==> src/chd_pkg.sv <==
// Shared types, constants and helpers for the chained hash dictionary core.
`default_nettype none
package chd_pkg;
  localparam int unsigned NODES = 16;
  localparam int unsigned BUCKETS = 16;
  localparam int unsigned PAYLOAD_BITS = 48;
  localparam int unsigned IDX_W = $clog2(NODES);
  localparam int unsigned LINK_W = IDX_W + 1;
  localparam int unsigned BKT_W = (BUCKETS > 1) ? $clog2(BUCKETS) : 1;
  localparam int unsigned CNT_W = $clog2(NODES + 1);
  localparam int unsigned KEY_W = 16;
  localparam int unsigned STEP_W = $clog2(NODES + 1);
  localparam int unsigned QDEPTH = 2;

  typedef logic [2:0] status_t;
  localparam status_t ST_INSERTED = 3'd0;
  localparam status_t ST_DELETED = 3'd1;
  localparam status_t ST_DUPLICATE = 3'd2;
  localparam status_t ST_FULL = 3'd3;
  localparam status_t ST_MISSING = 3'd4;

  typedef logic [LINK_W-1:0] link_t;
  localparam link_t LINK_NIL = {1'b1, {IDX_W{1'b0}}};

  // One classified request handed from the front to the back.
  typedef struct packed {
    logic mode;
    logic [KEY_W-1:0] key;
    logic [PAYLOAD_BITS-1:0] data;
    logic [BKT_W-1:0] bucket;
  } req_t;

  // Bucket index: nibble sum reduced modulo the bucket count.
  function automatic logic [BKT_W-1:0] bucket_of(input logic [KEY_W-1:0] key);
    logic [5:0] sum;
    sum = 6'(key[3:0]) + 6'(key[7:4]) + 6'(key[11:8]) + 6'(key[15:12]);
    return BKT_W'(32'(sum) % BUCKETS);
  endfunction
endpackage
`default_nettype wire

==> src/chained_hash_dict_node_pool_core.sv <==
// Top level of the chained hash dictionary with a node pool and free list.
// An insert into a full pool is answered from the first walk step; any other
// item walks its bucket chain, one node read a step. Throughput:
// one item at a time in the back end; a two-entry queue keeps taking items
// meanwhile. Synchronous reset empties every chain, rebuilds the free list
// from the last node down and clears the record count.
`default_nettype none
module chained_hash_dict_node_pool_core (
  input  wire logic clk,
  input  wire logic rst,
  input  wire logic s_axis_tvalid,
  output logic s_axis_tready,
  input  wire logic [71:0] s_axis_tdata, // mode, key, payload, zero pad
  output logic m_axis_tvalid,
  input  wire logic m_axis_tready,
  output logic [15:0] m_axis_tdata // status, node_index, entry_count, zero pad
);
  import chd_pkg::*;

  logic q_valid;
  logic q_pop;
  req_t q_req;
  logic [2:0] status;
  logic [IDX_W-1:0] node_index;
  logic [CNT_W-1:0] entry_count;

  chd_front u_front (
    .clk(clk), .rst(rst),
    .s_tvalid(s_axis_tvalid), .s_tready(s_axis_tready),
    .s_mode(s_axis_tdata[0]), .s_key(s_axis_tdata[16:1]),
    .s_data(s_axis_tdata[64:17]),
    .q_valid(q_valid), .q_pop(q_pop), .q_req(q_req)
  );

  chd_back u_back (
    .clk(clk), .rst(rst),
    .q_valid(q_valid), .q_pop(q_pop), .q_req(q_req),
    .m_tvalid(m_axis_tvalid), .m_tready(m_axis_tready),
    .m_status(status), .m_node(node_index), .m_count(entry_count)
  );

  assign m_axis_tdata = {4'd0, entry_count, node_index, status};
endmodule
`default_nettype wire

==> src/chd_front.sv <==
// Front part: accepts requests, computes the bucket and queues them.
`default_nettype none
module chd_front (
  input  wire logic clk,
  input  wire logic rst,
  input  wire logic s_tvalid,
  output logic s_tready,
  input  wire logic s_mode,
  input  wire logic [chd_pkg::KEY_W-1:0] s_key,
  input  wire logic [chd_pkg::PAYLOAD_BITS-1:0] s_data,
  output logic q_valid,
  input  wire logic q_pop,
  output chd_pkg::req_t q_req
);
  import chd_pkg::*;

  req_t entries [QDEPTH];
  logic wr_ptr;
  logic rd_ptr;
  logic [1:0] fill;
  logic push;

  assign s_tready = (fill != 2'(QDEPTH));
  assign push = s_tvalid && s_tready;
  assign q_valid = (fill != 2'd0);
  assign q_req = entries[rd_ptr];

  // Queue storage.
  always_ff @(posedge clk) begin
    if (push) begin
      entries[wr_ptr] <= '{mode: s_mode, key: s_key, data: s_data, bucket: bucket_of(s_key)};
    end
  end

  // Queue pointers and fill level.
  always_ff @(posedge clk) begin
    if (rst) begin
      wr_ptr <= 1'b0;
      rd_ptr <= 1'b0;
      fill <= 2'd0;
    end else begin
      if (push) wr_ptr <= ~wr_ptr;
      if (q_pop) rd_ptr <= ~rd_ptr;
      fill <= fill + 2'(push) - 2'(q_pop);
    end
  end
endmodule
`default_nettype wire

==> src/chd_back.sv <==
// Back part: walks the bucket chain and applies the insert or delete.
`default_nettype none
module chd_back (
  input  wire logic clk,
  input  wire logic rst,
  input  wire logic q_valid,
  output logic q_pop,
  input  wire chd_pkg::req_t q_req,
  output logic m_tvalid,
  input  wire logic m_tready,
  output logic [2:0] m_status,
  output logic [chd_pkg::IDX_W-1:0] m_node,
  output logic [chd_pkg::CNT_W-1:0] m_count
);
  import chd_pkg::*;

  typedef enum logic [4:0] {
    S_IDLE = 5'b00001,
    S_WALK = 5'b00010,
    S_DONE = 5'b00100,
    S_SEND = 5'b01000,
    S_HOLD = 5'b10000
  } state_t;

  state_t state;
  req_t req;
  link_t bucket_head [BUCKETS];
  link_t node_link [NODES];
  logic [KEY_W-1:0] node_key [NODES];
  logic [PAYLOAD_BITS-1:0] node_data [NODES];
  link_t free_head;
  logic [CNT_W-1:0] record_total;
  link_t prev;
  link_t cur;
  logic [STEP_W-1:0] steps;
  logic [KEY_W-1:0] cur_key;
  logic cur_ok;
  logic walk_on;
  logic full;
  logic found;

  assign cur_ok = !cur[IDX_W];
  assign cur_key = node_key[cur[IDX_W-1:0]];
  assign full = (record_total >= CNT_W'(NODES)) || free_head[IDX_W];
  // Continue while the current node is before the target position.
  assign walk_on = cur_ok && (steps < STEP_W'(NODES)) &&
                   (req.mode ? (cur_key != req.key) : (cur_key < req.key));
  assign found = cur_ok && (cur_key == req.key);
  assign q_pop = (state == S_IDLE) && q_valid;
  assign m_tvalid = (state == S_SEND);

  // Payload store, written on a successful insert.
  always_ff @(posedge clk) begin
    if (state == S_DONE && !req.mode && !found) begin
      node_key[free_head[IDX_W-1:0]] <= req.key;
      node_data[free_head[IDX_W-1:0]] <= req.data;
    end
  end

  // Sequencer and link state.
  always_ff @(posedge clk) begin
    if (rst) begin
      state <= S_IDLE;
      for (int i = 0; i < BUCKETS; i++) bucket_head[i] <= LINK_NIL;
      for (int i = 0; i < NODES; i++)
        node_link[i] <= (i == 0) ? LINK_NIL : LINK_W'(i - 1);
      free_head <= LINK_W'(NODES - 1);
      record_total <= '0;
    end else begin
      unique case (state)
        S_IDLE: begin
          if (q_valid) begin
            req <= q_req;
            cur <= bucket_head[q_req.bucket];
            prev <= LINK_NIL;
            steps <= '0;
            state <= S_WALK;
          end
        end
        S_WALK: begin
          if (!req.mode && full) begin
            m_status <= ST_FULL;
            m_node <= '0;
            m_count <= record_total;
            state <= S_SEND;
          end else if (walk_on) begin
            prev <= cur;
            cur <= node_link[cur[IDX_W-1:0]];
            steps <= steps + 1'b1;
          end else begin
            state <= S_DONE;
          end
        end
        S_DONE: begin
          if (!req.mode) begin
            if (found) begin
              m_status <= ST_DUPLICATE;
              m_node <= '0;
              m_count <= record_total;
            end else begin
              free_head <= node_link[free_head[IDX_W-1:0]];
              node_link[free_head[IDX_W-1:0]] <= cur_ok ? cur : LINK_NIL;
              if (!prev[IDX_W]) node_link[prev[IDX_W-1:0]] <= free_head;
              else bucket_head[req.bucket] <= free_head;
              record_total <= record_total + 1'b1;
              m_count <= record_total + 1'b1;
              m_status <= ST_INSERTED;
              m_node <= free_head[IDX_W-1:0];
            end
          end else if (found) begin
            if (!prev[IDX_W]) node_link[prev[IDX_W-1:0]] <= node_link[cur[IDX_W-1:0]];
            else bucket_head[req.bucket] <= node_link[cur[IDX_W-1:0]];
            node_link[cur[IDX_W-1:0]] <= free_head;
            free_head <= cur;
            if (record_total != '0) begin
              record_total <= record_total - 1'b1;
              m_count <= record_total - 1'b1;
            end else begin
              m_count <= record_total;
            end
            m_status <= ST_DELETED;
            m_node <= cur[IDX_W-1:0];
          end else begin
            m_status <= ST_MISSING;
            m_node <= '0;
            m_count <= record_total;
          end
          state <= S_SEND;
        end
        S_SEND: begin
          if (m_tready) state <= S_IDLE;
        end
        default: state <= S_IDLE;
      endcase
    end
  end
endmodule
`default_nettype wire
==> config.mk <==
export PLATFORM = sky130hd
export DESIGN_NAME = chained_hash_dict_node_pool_core
export DESIGN_NICKNAME = d
export VERILOG_FILES = /design/src/chd_pkg.sv /design/src/chained_hash_dict_node_pool_core.sv /design/src/chd_front.sv /design/src/chd_back.sv
export SDC_FILE = /design/constraint.sdc
export NUM_CORES = 1
export LEC_CHECK = 0
export ABC_AREA = 1
export BUFFER_PORTS_ARGS = -buffer_cell sky130_fd_sc_hd__buf_2
export CAP_MARGIN = 30
export CORE_UTILIZATION = 50
export DETAILED_ROUTE_END_ITERATION = 10
export HOLD_SLACK_MARGIN = 0.03
export PLACE_DENSITY = 0.67
export SYNTH_ARGS = -nofsm -noshare
export SYNTH_HDL_FRONTEND = slang
export SYNTH_SLANG_ARGS = --single-unit
==> constraint.sdc <==
create_clock -name clk -period 11.3 [get_ports clk]
set_clock_uncertainty 0.2 [all_clocks]
set_input_delay 1.13 -clock clk [delete_from_list [all_inputs] [get_ports clk]]
set_output_delay 1.13 -clock clk [all_outputs]
set_load 0.02 [all_outputs]
After elaboration in Yosys (flattened, before gate mapping) --
Memories as Yosys holds them, arrays and structs flattened. A register that Yosys moved wholly into a read port is not among the register bits. Index checks and enable logic that the tools add are counted.
Operators by class: divide/modulo/power cells 0, muxes and demuxes 96, bitwise logic cells 8, shifts and indexed selects 0, $lt $le $gt $ge 3, reduce and logical (&&, ||, !) cells 25, equal/unequal tests 16, add/sub/neg operators 8, multiply operators 0
Operators with widths (count):
- two-way mux 5 bit | 28
- two-way mux 4 bit | 12
- two-way mux 1 bit | 45
- one-hot mux 5 bit (2 select lines) | 4
- one-hot mux 5 bit (4 select lines) | 1
- OR reduction 5 bit | 4
- == test 16 bit | 1
- less-than comparator 16 bit | 1
- != test 16 bit | 1
- adder 4 bit | 3
- AND reduction 3 bit | 4
- adder 5 x 1 -> 5 bit, second input constant | 2
- != test 2 x 1 -> 1 bit, second input constant | 5
- two-way mux 3 bit | 3
- logical AND 1 bit | 8
- one-hot mux 4 bit (2 select lines) | 1
- != test 2 bit, second input constant | 3
- one-hot mux 3 bit (2 select lines) | 1
- nonzero test 2 bit | 3
- == test 5 x 1 -> 1 bit, second input constant | 1
- == test 5 x 2 -> 1 bit, second input constant | 1
- == test 5 x 3 -> 1 bit, second input constant | 1
- == test 5 x 4 -> 1 bit, second input constant | 1
- greater-or-equal comparator 5 bit, second input constant | 1
- other kinds (14) | 21
Storage, ports and cells: output and inout bits 18, bits in writable memories 554, bits in read-only memories 0, logic and storage cells 175, latch bits 0, bits in registers 67, memories kept 4
Memory list:
- u_back.node_key | depth 16, width 16, read ports 1, clocked after Yosys merged registers in 1, wr ports 1, line chd_back.sv:29 | logic [KEY_W-1:0] node_key [NODES];
- u_front.entries | depth 2, width 69, read ports 1, clocked after Yosys merged registers in 1, wr ports 1, line chd_front.sv:17 | req_t entries [QDEPTH];
- u_back.bucket_head | depth 16, width 5, read ports 1, clocked after Yosys merged registers in 0, wr ports 16, line chd_back.sv:27 | link_t bucket_head [BUCKETS];
- u_back.node_link | depth 16, width 5, read ports 2, clocked after Yosys merged registers in 2, wr ports 16, line chd_back.sv:28 | link_t node_link [NODES];

Depth between registers and ports, before layout --
Gate-level depths: netlist of the first run.
depth in word-level cells 12, depth in mapped cells 24

Modules after synthesis --
A second synthesis of the first run with hierarchy kept.
Unflattened totals: cell total of the unflattened synthesis 2541, area total of the unflattened synthesis 28841.4 um^2
Modules (own cells, without submodules):
- chd_back | times used 1, seq. area each 14373.8 um^2, cells each 2243, area each 23259.8 um^2
- chd_front | times used 1, seq. area each 4244.1 um^2, cells each 293, area each 5547.8 um^2
- chained_hash_dict_node_pool_core | times used 1, seq. area each 0.0 um^2, cells each 5, area each 33.8 um^2

Worst setup path after synthesis of the first run --
Ideal clock, no wire load.
kind reg2reg, start point reg (tool-made name), end point mem u_back.node_link[14][0] in the netlist's numbering, enable pin, cell stages (with the launch flop) 24, arrival time 3395 ps, path slack 7405 ps, required time 10801 ps, library setup time 299 ps, clock period less this slack 3895 ps, path through dfxtp_1 -> buf_2 -> buf_2 -> clkbuf_1 -> clkbuf_1 -> a21oi_1 -> o21ai_0 -> o21ai_0 -> o211ai_1 -> nand2_1 -> ha_1 -> nand2_2 -> nor2_4 -> nand2_4 -> nor2_8 -> nand2_2 -> buf_2 -> ha_1 -> nand3_1 -> nand2_2 -> nand3_1 -> inv_2 -> nand2_1 -> nand3_1
RTL lines (line):
- end: declaration | chd_back.sv:28

==> impl_results.md, run 1 <==
* Total track usage at roughly a quarter
* Top cells by area, synth: edfxtp_1 (60%), nand2_1 (5.8%), nand3_1 (4.2%), o21ai_0 (3.9%), nor2_1 (3.7%)
* H-Tree Depth at 2
* Area Growth Syn to Fin at 10.96%
* CTS Sinks at about 530
* First-pass GRT wire length at 95080 µm
* Area share of the largest cell type after synthesis at 59.85%
* Via count at 17970
* Die W at 227.3 µm
* Final min period at about 6 ns
* Post-Syn Area at about 0.025 mm²
* Pleak at about 11 nW
* 1st-pass router iterations at 6
* Setup Total Neg Slack at 0 ns
* Vias in the first global route at approximately 17000
* Initial antenna violation count at 1
* DRC viols at 0
* Clk slew on worst S/H paths at approximately 0.06 ns
* Mapped Cells at about 2400
* TritonCTS clock tree: done
* Most common cell after layout, fill and taps aside: edfxtp_1
* Slew Limit Fails at 0
* Hold Slack at between 0.2 and 0.3 ns
* # hold bufs at CTS at 0
* Crit path kind: reg -> reg
* Cell variety after synth at 53
* Antenna viol nets, final at 0
* Synth Warn # at 0
* Post-CTS setup buffers at 0
* Clock latency on the worst-skew pair at between 0.6 and 0.7 ns
* Layout cells sized above 1 at around a tenth
* RR Endpoint: u_back.node_link[0][0]$_DFFE_PP_
* Most frequent cells in the layout: edfxtp_1 (506), nand2_1 (394), inv_1 (242)
* Fin cells at roughly 3200
* Sequential-to-total area share from yosys stat at between 60% and 70%
* Placed wire-length estimate at between 40000 and 50000 µm
* Synth area leader: edfxtp_1
* WHS Path Cells at 1
* Worst setup EP type: register
* Worst path bufs/invs at 1
* Setup ws final at about 5.4 ns
* Most used cell, CP: nand2_1
* Routed vias/inst at 5.697
* Placed Cells at just over 3000
* GRT overflow at 0
* Initial core utilization at 50.60%
* Worst Reg2Reg Path Length in Cells at 18
* Worst slew margin at between 30% and 40%
* Critical Path AT at around 5.9 ns
* Unrepaired setup endpoints after global routing: no
* Die ar. at around 0.052 mm²
* Site Rows at between 80 and 90
* TritonCTS buffer count at 52
* Number of synthesized flops with an enable pin at just over 500
* Final GP Congestion at 0.9213
* CP Cell Sequence: buf_4 -> a21oi_1 -> o21ai_0 -> o21ai_0 -> o211ai_1 -> nand2_1 -> ha_1 -> nand2_1 -> nor2_2 -> nand2_2 -> nor2_8 -> nand2_2 -> nand2_1 -> nand2_1 -> nand2_1 -> nor2_4 -> nand4_1 -> o211ai_1
* Crit path largest cell delay at 0.84 ns
* Starting DRT DRC Count at 1855
* Top Ports at 94
* Final layout net count at 2549
* Routed wire length at between 60000 and 70000 µm
* Syn Area/Cell at between 10 and 15 µm²
* Req. time, crit path at approximately 11 ns
* Slew of the pin with the lowest slew margin at 0.9471 ns
* Status: complete, no violations
* Hold_sp: u_front.rd_ptr$_SDFFE_PP0P_
* # port buffers at 34
* Power per cell area at ~220 mW/mm²
* Part of the cycle the worst path needs at between 50 and 60%
* Crit Path Max Fanout at 80
* Max Freq at 169.8 MHz
* Core Region at 0.05017 mm²
* Final Hold Violating Endpoints at 0
* Dpl ws at about 5.6 ns
* Cts repair resizes at 0
* Top delay family on crit path: simple AND/OR/NAND/NOR gates
* Largest net degree at the start of global routing at slightly above 80
* Worst hold-check path type: reg -> reg
* Peak supply drop at between 150 and 200 µV
* Synth Flop Type: edfxtp_1
* Flops & latches, synth at about 530
* Routed wire length per instance at a little under 20 µm
* Final setup violation count at 0
* Reg2reg setup slack at 5.41 ns
* Maximum clock insertion buffer count at 3
* Worst path slowest cell: dfxtp_4
* Setup crit start kind: register
* Async set-reset flop share out of synthesis at 0%
* Die Ht at 227.3 µm
* Max-Cap Viols at 0
* CTS root buf: clkbuf_16
-- layer usage --
| metal | vias to the layer above | global-route usage [%] | part of all wire (%) |
|---|---|---|---|
| met5 | - | 0 | 0 |
| met4 | 0 | 8.768 | 2.9 |
| met3 | 131 | 3.575 | 6.9 |
| met2 | 723 | 39.69 | 47 |
| met1 | 8604 | 33.03 | 43 |
| li1 | 8509 | - | - |
-- cell type report --
cell class | count | area, µm²
inverters | 265 | 1005
repair buffers | 72 | 656.9
fillers | 4140 | 22000
multi-input cells | 1519 | 8145
diodes | 1 | 2.502
clock buffers | 60 | 1361
clock inverters | 32 | 412.9
well taps | 672 | 840.8
flip-flops and latches | 533 | 15750
-- power breakdown --
part | leakage [nW] | switching, mW | internal (mW)
Sequential | 4.85 | 0.215 | 2.35
Clock | 0.871 | 0.739 | 1.07
Combinational | 5.28 | 1.20 | 0.569
-- how the worst max path moves through the flow --
stage                   from  slack (ns)                                end  cells after the start
floorplan           register        7.41  u_back.node_link[14][0]$_DFFE_PP_                     23
global placement    register        5.70   u_back.node_link[0][4]$_DFFE_PP_                     17
detailed placement  register        5.59   u_back.node_link[0][4]$_DFFE_PP_                     18
CTS                 register        5.57   u_back.node_link[0][0]$_DFFE_PP_                     18
global route        register        5.07   u_back.node_link[0][0]$_DFFE_PP_                     18
finish              register        5.41   u_back.node_link[0][0]$_DFFE_PP_                     18
-- per-stage QoR --
step                utilization [%]  area (µm²)  power [mW]
floorplan                         -       25400       3.775
global placement              51.88       26030       4.257
detailed placement            52.55       26360       4.340
CTS                           56.08       28140       6.139
global route                  56.15       28170       6.434
finish                        56.15       28170       6.133
-- logic make-up after synthesis --
group           after synthesis  share of synthesized area (%)
flops                       533                          61.98
mux                          64                          2.523
xor+xnor                     15                         0.5175
simple gates                926                          16.12
fa+ha+maj                    30                          1.656
compound gates              480                          11.03
other cells                   1                        0.01477
buf+inv                     392                          6.166
-- Yosys cell counts (2+ instances only) --
cell type / number
inv_4: 4
nor2_1: 253
o21ai_0: 196
nor2_4: 4
inv_1: 242
buf_2: 42
nand3_2: 4
xnor2_1: 8
buf_4: 4
ha_1: 24
nand4_1: 11
nor3_1: 6
o211ai_1: 120
nor3_2: 2
dfxtp_1: 27
edfxtp_1: 506
nand3_1: 214
fa_1: 6
o221ai_1: 2
inv_2: 14
nand2_2: 8
a21oi_1: 136
o21ai_4: 4
buf_1: 6
clkinv_1: 5
o21ai_2: 6
mux2i_1: 64
nand4_4: 4
clkbuf_1: 72
nor2_2: 9
buf_6: 2
xor2_1: 7
o21ai_1: 9
or2_2: 2
nand4_2: 7
nand2_1: 394
-- flip-flops by register name, indices dropped and copies added (netlist names), named ones only --
name and cells:
u_back.m_node 4, u_back.prev 5, u_back.free_head 5, u_back.cur 5, u_back.m_count 5, u_back.req 21
u_back.node_link 80, u_back.state 4, u_front.rd_ptr 1, u_front.wr_ptr 1, u_back.m_status 3, u_back.bucket_head 80
u_front.entries 42, u_back.record_total 5, u_front.fill 2, u_back.node_key 256, u_back.steps 5
Note: power is estimated with default switching activity, not from simulation.
==> run 2: changes to the inputs <==
--- a/config.mk
+++ b/config.mk
@@ -5,13 +5,13 @@
 export SDC_FILE = /design/constraint.sdc
 export NUM_CORES = 1
 export LEC_CHECK = 0
-export ABC_AREA = 1
+export ABC_AREA = 0
 export BUFFER_PORTS_ARGS = -buffer_cell sky130_fd_sc_hd__buf_2
 export CAP_MARGIN = 30
 export CORE_UTILIZATION = 50
 export DETAILED_ROUTE_END_ITERATION = 10
 export HOLD_SLACK_MARGIN = 0.03
-export PLACE_DENSITY = 0.67
+export PLACE_DENSITY = 0.69
 export SYNTH_ARGS = -nofsm -noshare
 export SYNTH_HDL_FRONTEND = slang
 export SYNTH_SLANG_ARGS = --single-unit
==> constraint.sdc (replaced) <==
create_clock -name clk -period 5.03 [get_ports clk]
set_clock_uncertainty 0.2 [all_clocks]
set_input_delay 0.503 -clock clk [delete_from_list [all_inputs] [get_ports clk]]
set_output_delay 0.503 -clock clk [all_outputs]
set_load 0.02 [all_outputs]
==> impl_results.md, run 2 <==
* First-pass GRT wire length at 90640 µm (-4.7%)
* Most common cell after layout, fill and taps aside: edfxtp_1
* Die Ht at 224.0 µm (-1.5%)
* Multiplexer share of the synthesized area at 15.29% (+13 points)
* Part of the cycle the worst path needs at 97.71% (+46 points)
* GRT overflow at 0 (unchanged)
* Routed wire length at 60070 µm (-3.1%)
* Unrepaired setup endpoints after global routing: no
* Reg area at 0.01575 mm² (unchanged)
* Area of the multi-input gates at 0.008392 mm² (+3.0%)
* Clk slew on worst S/H paths at 0.06 ns (about the same)
* Max FFs per register at 256 (unchanged)
* Synth area leader: edfxtp_1
* Area after DPL at 0.02634 mm² (about the same)
* Crit path kind: reg -> reg
* Synth Warn # at 0 (unchanged)
* Setup Total Neg Slack at 0 ns (unchanged)
* Crit Path Max Fanout at 15 (-81%)
* Via count at 15110 (-16%)
* Die ar. at 0.05017 mm² (-2.9%)
* Top Ports at 94 (unchanged)
* Final setup violation count at 0 (unchanged)
* Pleak at 9.567 nW (-13%)
* Placed wire-length estimate at 39760 µm (-1.6%)
* Post-synth top cells: edfxtp_1 (506), nand2_1 (144), nor2_1 (135), mux4_2 (122), mux2i_1 (58)
* Initial antenna violation count at 1 (unchanged)
* Net Switching at 3.856 mW (+79%)
* Worst setup EP type: register
* Top cells by area, synth: edfxtp_1 (62%), mux4_2 (11%), mux2i_1 (2.4%), dfxtp_1 (2.2%), nand2_1 (2.2%)
* Synth Flop Type: edfxtp_1
* Largest net degree at the start of global routing at 34 (-58%)
* DRC viols at 0 (unchanged)
* TritonCTS clock tree: done
* Peak supply drop at 410.0 µV (+150%)
* Vias in the first global route at 14900 (-13%)
* # port buffers at 34 (unchanged)
* Hold Slack at 0.1664 ns (-0.09104 ns)
* XOR/XNOR Fraction of Synth Area at 0.6399% (+0.12 points)
* Starting DRT DRC Count at 1884 (+1.6%)
* TritonCTS buffer count at 52 (unchanged)
* # diodes at 0 (-1)
* Slew of the pin with the lowest slew margin at 1.048 ns (+0.1005 ns)
* Antenna viol nets, final at 0 (unchanged)
* Die W at 224.0 µm (-1.5%)
* Slew Limit Fails at 0 (unchanged)
* Routed vias/inst at 6.141 (+7.8%)
* Main combinational cell family by area after synthesis: multiplexers
* Max Freq at 203.5 MHz (+20%)
* Status: complete, no violations
* Site Rows at 80 (-2.4%)
* Area share of the largest cell type after synthesis at 61.67% (+1.8 points)
* Post-CTS setup buffers at 0 (unchanged)
* Post-Synth Adder-Cell Area at 1.706% (+0.050 points)
* Sequential-to-total area share from yosys stat at 63.86% (+1.9 points)
* Maximum clock insertion buffer count at 3 (unchanged)
* Final GP Congestion at 0.9271 (+0.63%)
* Placed Cells at 2344 (-23%)
* Total track usage at 24.23% (-0.049 points)
* Async set-reset flop share out of synthesis at 0% (unchanged)
* Simple-gate share of the synthesized area at 9.466% (-6.7 points)
* Power share of the clock group at 29.1% (-0.3 points)
* Layout cells sized above 1 at 25.60% (+16 points)
* Max-Cap Viols at 0 (unchanged)
* Routed wire length per instance at 24.41 µm (+24%)
* Final layout net count at 1868 (-27%)
* Worst hold-check path type: in -> reg
* Design area at 0.02823 mm² (+0.23%)
* Flops & latches, synth at 533 (unchanged)
* Req. time, crit path at 5.11 ns (-6.22 ns)
* 1st-pass router iterations at 6 (unchanged)
* Syn Area/Cell at 15.13 µm² (+45%)
* Setup crit start kind: register
* Fin cells at 2461 (-22%)
* Post-Syn Area at 0.02464 mm² (-2.9%)
* Mapped Cells at 1629 (-33%)
* Number of synthesized flops with an enable pin at 506 (unchanged)
* Compound-Gate Fraction of Synth Area at 6.414% (-4.6 points)
* Combinational power share at 27.3% (-1.5 points)
* Worst slew margin at 30.06% (-6.8 points)
* Clock latency on the worst-skew pair at 0.61 ns (about the same)
* Initial core utilization at 51.17% (+0.57 points)
* Internal at 8.888 mW (+120%)
* CTS Sinks at 533 (unchanged)
* Most frequent cells in the layout: edfxtp_1 (506), nand2_1 (144), mux4_2 (122)
* H-Tree Depth at 2 (unchanged)
* Flop pwr share at 43.6% (+1.8 points)
* Layout fillers at 3639 (-12%)
* Total power at 12.74 mW (+110%)
* Power per cell area at 451.3 mW/mm² (+110%)
* Top-count cell post-synth: edfxtp_1
* Core Region at 0.04815 mm² (-4.0%)
* CTS root buf: clkbuf_16
* Final Hold Violating Endpoints at 0 (unchanged)
* Cell variety after synth at 80 (+51%)
* Area Growth Syn to Fin at 14.59%
* Critical Path AT at 4.99 ns (-0.93 ns)
* Final min period at 4.915 ns (-0.9736 ns)
* Sw Share at 30.26% (-4.8 points)
-- run 2: changes by cell type in the layout (fill, tap and decap cells not counted), sizes merged, moves of 29 or more --
cell	before	now
nand2	403	145
inv	260	46
o21ai	215	18
nand3	219	53
nor2	267	136
mux4	0	122
o211ai	120	3
buf	72	160
a21oi	137	56
mux2	0	33
o31ai	1	30
-- run 2: per-stage QoR --
step           worst slack (ns)  util, %
6_report                 0.1151    58.64
5_1_grt                 0.01017    58.64
4_1_cts                 0.06232    58.46
3_5_place_dp             0.1296    54.71
3_3_place_gp             0.1125    54.57
2_1_floorplan           0.01361        -
-- run 2: cells by family (layout without fill, tap and decap cells) --
family	count (synthesis)	count (layout)
AOI/OAI and AO/OA	204	204
xor gates and xnor gates	18	18
adders and majority gates	30	30
buffers and inverters	147	320
DFF	533	533
muxes	216	216
other	1	4
and+or+nand+nor	480	480
-- run 2: final cells by class --
cell class | count | area share, %
Clock inverter | 24 | 0.6426
Multi-Input combinational cell | 952 | 29.72
Sequential cell | 533 | 55.77
Inverter | 44 | 0.5849
Tap cell | 656 | 2.907
Timing Repair Buffer | 179 | 5.238
Clock buffer | 73 | 5.140
-- run 2: path summary, 6_finish.rpt --
check                                                  from                                to  slack [ns]  depth (start not counted)
worst max-delay path                               register  u_back.node_link[0][1]$_DFFE_PP_        0.12                         12
worst min-delay path                          s_axis_tvalid       u_front.wr_ptr$_SDFFE_PP0P_        0.17                          4
worst max register to register                     register  u_back.node_link[0][1]$_DFFE_PP_        0.12                         12
worst min register to register  u_front.rd_ptr$_SDFFE_PP0P_       u_front.rd_ptr$_SDFFE_PP0P_        0.32                          2
-- run 2: worst max-delay path, stage by stage (launching register included) --
cell and delay [ns]:
dfxtp_4 0.46, buf_16 0.21, buf_12 0.18, mux4_2 0.53
mux4_2 0.50, ha_1 0.32, nand4_1 0.28, nand2b_1 0.27
buf_4 0.15, or3_4 0.47, mux2_4 0.38, a21boi_4 0.18
or3_1 0.46
-- run 2: layer usage --
layer | vias up | part of all wire (%) | GRT usage, %
met5 | - | 0 | 0
met4 | 0 | 3.3 | 8.241
met3 | 132 | 8.8 | 3.909
met2 | 745 | 48 | 39.03
met1 | 7564 | 40 | 33.70
li1 | 6671 | - | -
-- run 2: power by group through the flow --
| stage | sequential (mW) | clock [mW] | combinational (mW) |
|---|---|---|---|
| after detailed placement | 5.63 | 0 | 3.39 |
| after CTS | 5.54 | 3.75 | 3.43 |
| after floorplan | 5.47 | 0 | 2.40 |
| after global placement | 5.61 | 0 | 3.31 |
| final | 5.56 | 3.71 | 3.48 |
| after global routing | 5.58 | 3.90 | 3.73 |
-- run 2: repair_timing --
action / 4_1_cts / 5_1_grt
hold buffers: 17 / 0
gates resized for setup: 0 / 7
hold endpoints to repair: 34 / 0
endpoints found under the setup margin: 0 / 115
==> run 3: changes to the inputs <==
--- a/config.mk
+++ b/config.mk
@@ -6,12 +6,13 @@
 export NUM_CORES = 1
 export LEC_CHECK = 0
 export ABC_AREA = 0
-export BUFFER_PORTS_ARGS = -buffer_cell sky130_fd_sc_hd__buf_2
+export BUFFER_PORTS_ARGS = -buffer_cell sky130_fd_sc_hd__buf_4
 export CAP_MARGIN = 30
 export CORE_UTILIZATION = 50
 export DETAILED_ROUTE_END_ITERATION = 10
 export HOLD_SLACK_MARGIN = 0.03
 export PLACE_DENSITY = 0.69
+export SETUP_SLACK_MARGIN = 0.15
 export SYNTH_ARGS = -nofsm -noshare
 export SYNTH_HDL_FRONTEND = slang
 export SYNTH_SLANG_ARGS = --single-unit
==> impl_results.md, run 3 (same netlist as run 2, synthesis figures left out) <==
* Most common cell after layout, fill and taps aside: edfxtp_1
* Max Freq at 210.0 MHz (+3.2%)
* Most frequent cells in the layout: edfxtp_1 (506), nand2_1 (134), buf_4 (134)
* Dpl ws at 0.03853 ns (-0.09103 ns)
* Core Region at 0.04815 mm² (unchanged)
* Pleak at 9.526 nW (-0.43%)
* GRT overflow at 0 (unchanged)
* Routed wire length at 60380 µm (+0.52%)
* Reg area at 0.01575 mm² (unchanged)
* CTS root buf: clkbuf_16
* TritonCTS clock tree: done
* Hold_sp: s_axis_tvalid
* Reg2reg setup slack at 0.27 ns (+0.15 ns)
* # diodes at 0 (unchanged)
* Routed wire length per instance at 24.74 µm (+1.3%)
* Setup ws final at 0.2676 ns (+0.1525 ns)
* Routed vias/inst at 6.186 (+0.73%)
* Maximum clock insertion buffer count at 3 (unchanged)
* Slew of the pin with the lowest slew margin at 0.9571 ns (-0.09054 ns)
* Clk slew on worst S/H paths at 0.06 ns (about the same)
* Die ar. at 0.05017 mm² (unchanged)
* Final setup violation count at 0 (unchanged)
* Top Ports at 94 (unchanged)
* Max FFs per register at 256 (unchanged)
* Largest net degree at the start of global routing at 35 (+2.9%)
* Worst slew margin at 36.19% (+6.1 points)
* Worst setup EP type: register
* Crit path largest cell delay at 0.51 ns (-0.02 ns)
* Crit path kind: reg -> reg
* Peak supply drop at 323.8 µV (-21%)
* Vias in the first global route at 14910 (+0.094%)
* Unrepaired setup endpoints after global routing: yes
* Die W at 224.0 µm (unchanged)
* Part of the cycle the worst path needs at 94.68% (-3.0 points)
* Clock latency on the worst-skew pair at 0.59 ns (-0.02 ns)
* Critical Path AT at 4.87 ns (-0.12 ns)
* Initial core utilization at 51.17% (unchanged)
* Final layout net count at 1851 (-0.91%)
* Starting DRT DRC Count at 1517 (-19%)
* Antenna viol nets, final at 0 (unchanged)
* Layout fillers at 3596 (-1.2%)
* Initial antenna violation count at 1 (unchanged)
* Power per cell area at 453.0 mW/mm² (+0.36%)
* CTS Sinks at 533 (unchanged)
* Final Hold Violating Endpoints at 0 (unchanged)
* Via count at 15100 (-0.086%)
* # port buffers at 34 (unchanged)
* Worst hold-check path type: in -> reg
* Slew Limit Fails at 0 (unchanged)
* 1st-pass router iterations at 6 (unchanged)
* Placed wire-length estimate at 40060 µm (+0.76%)
* TritonCTS buffer count at 50 (-3.8%)
* Worst path slowest cell: mux4_2
* Layout cells sized above 1 at 25.77% (+0.17 points)
* Total track usage at 24.59% (+0.36 points)
* Area of the multi-input gates at 0.008427 mm² (+0.42%)
* DRC viols at 0 (unchanged)
* Status: complete, no violations
* Hold Slack at 0.1169 ns (-0.04947 ns)
* Req. time, crit path at 5.14 ns (+0.03 ns)
* H-Tree Depth at 2 (unchanged)
* Setup Total Neg Slack at 0 ns (unchanged)
* Area Growth Syn to Fin at 14.69% (about the same)
* Setup crit start kind: register
* Site Rows at 80 (unchanged)
* CP Cell Sequence: buf_12 -> mux4_2 -> mux4_2 -> ha_1 -> nand4_1 -> or3_1 -> buf_4 -> or3_4 -> a21oi_4 -> or2_4 -> or3b_4
* Final GP Congestion at 0.9601 (+3.6%)
* Max-Cap Viols at 0 (unchanged)
* Most used cell, CP: mux4_2
* First-pass GRT wire length at 91660 µm (+1.1%)
* Die Ht at 224.0 µm (unchanged)
* Final min period at 4.762 ns (-0.1525 ns)
* Crit Path Max Fanout at 10 (-5)
## run 3: cell types whose count changed in the layout (fill, tap and decap cells not counted), moves of 5 or more
cell       change
buf_4         +19
nand2_1       -10
nand2_2       +10
bufinv_16      +5
clkinv_1       -5
buf_2         -34
## run 3: repair_timing
item	in CTS	in global routing
endpoints found under the setup margin	39	134
endpoints found under the hold margin	34	0
resized for setup	2	15
hold buffers	17	0
pin swaps	0	3
setup buffers	1	1
## run 3: stage by stage
stage	instance area [µm²]	power (mW)	instances	utilization (%)
after detailed placement	26350	9.006	2329	54.72
after global routing	28260	13.28	2441	58.69
final	28260	12.80	2441	58.69
after CTS	28200	12.83	2439	58.57
after global placement	26300	8.930	2327	54.63
after floorplan	24710	7.894	1632	-
## run 3: final cells by class
cell class | instances | area share (%)
Clock buffer | 67 | 4.800
Timing Repair Buffer | 164 | 5.061
Clock inverter | 25 | 1.107
Inverter | 44 | 0.5845
Multi-Input combinational cell | 952 | 29.82
Sequential cell | 533 | 55.72
Tap cell | 656 | 2.905
## run 3: path summary, 6_finish.rpt
kind                                          to  cells past startpoint
min reg2reg  u_back.record_total[3]$_SDFFE_PP0P_                      2
max             u_back.node_link[9][1]$_DFFE_PP_                     11
min                  u_front.wr_ptr$_SDFFE_PP0P_                      4
max reg2reg     u_back.node_link[9][1]$_DFFE_PP_                     11
## run 3: worst max-delay path: cells and delay by family (launching register included)
kind                       cells  cell delay (ns)
muxes                          2             1.01
AOI/OAI and AO/OA              1             0.32
DFF                            1             0.43
and+or+nand+nor                5             1.83
adders and majority gates      1             0.34
buffers and inverters          2             0.35
## run 3: metal layers
metal / part of all wire [%] / global-route usage, % / up-vias
met5: 0.022 / 0 / -
met4: 3.6 / 8.484 / 2
met2: 48 / 40.16 / 733
li1: - / - / 6619
met3: 8.1 / 3.712 / 143
met1: 40 / 33.84 / 7602
## run 3: report_power, final
part | internal [mW] | switching, mW | total, mW
registers | 5.24 | 0.330 | 5.57
logic | 1.55 | 1.86 | 3.41
clock network | 2.21 | 1.61 | 3.82
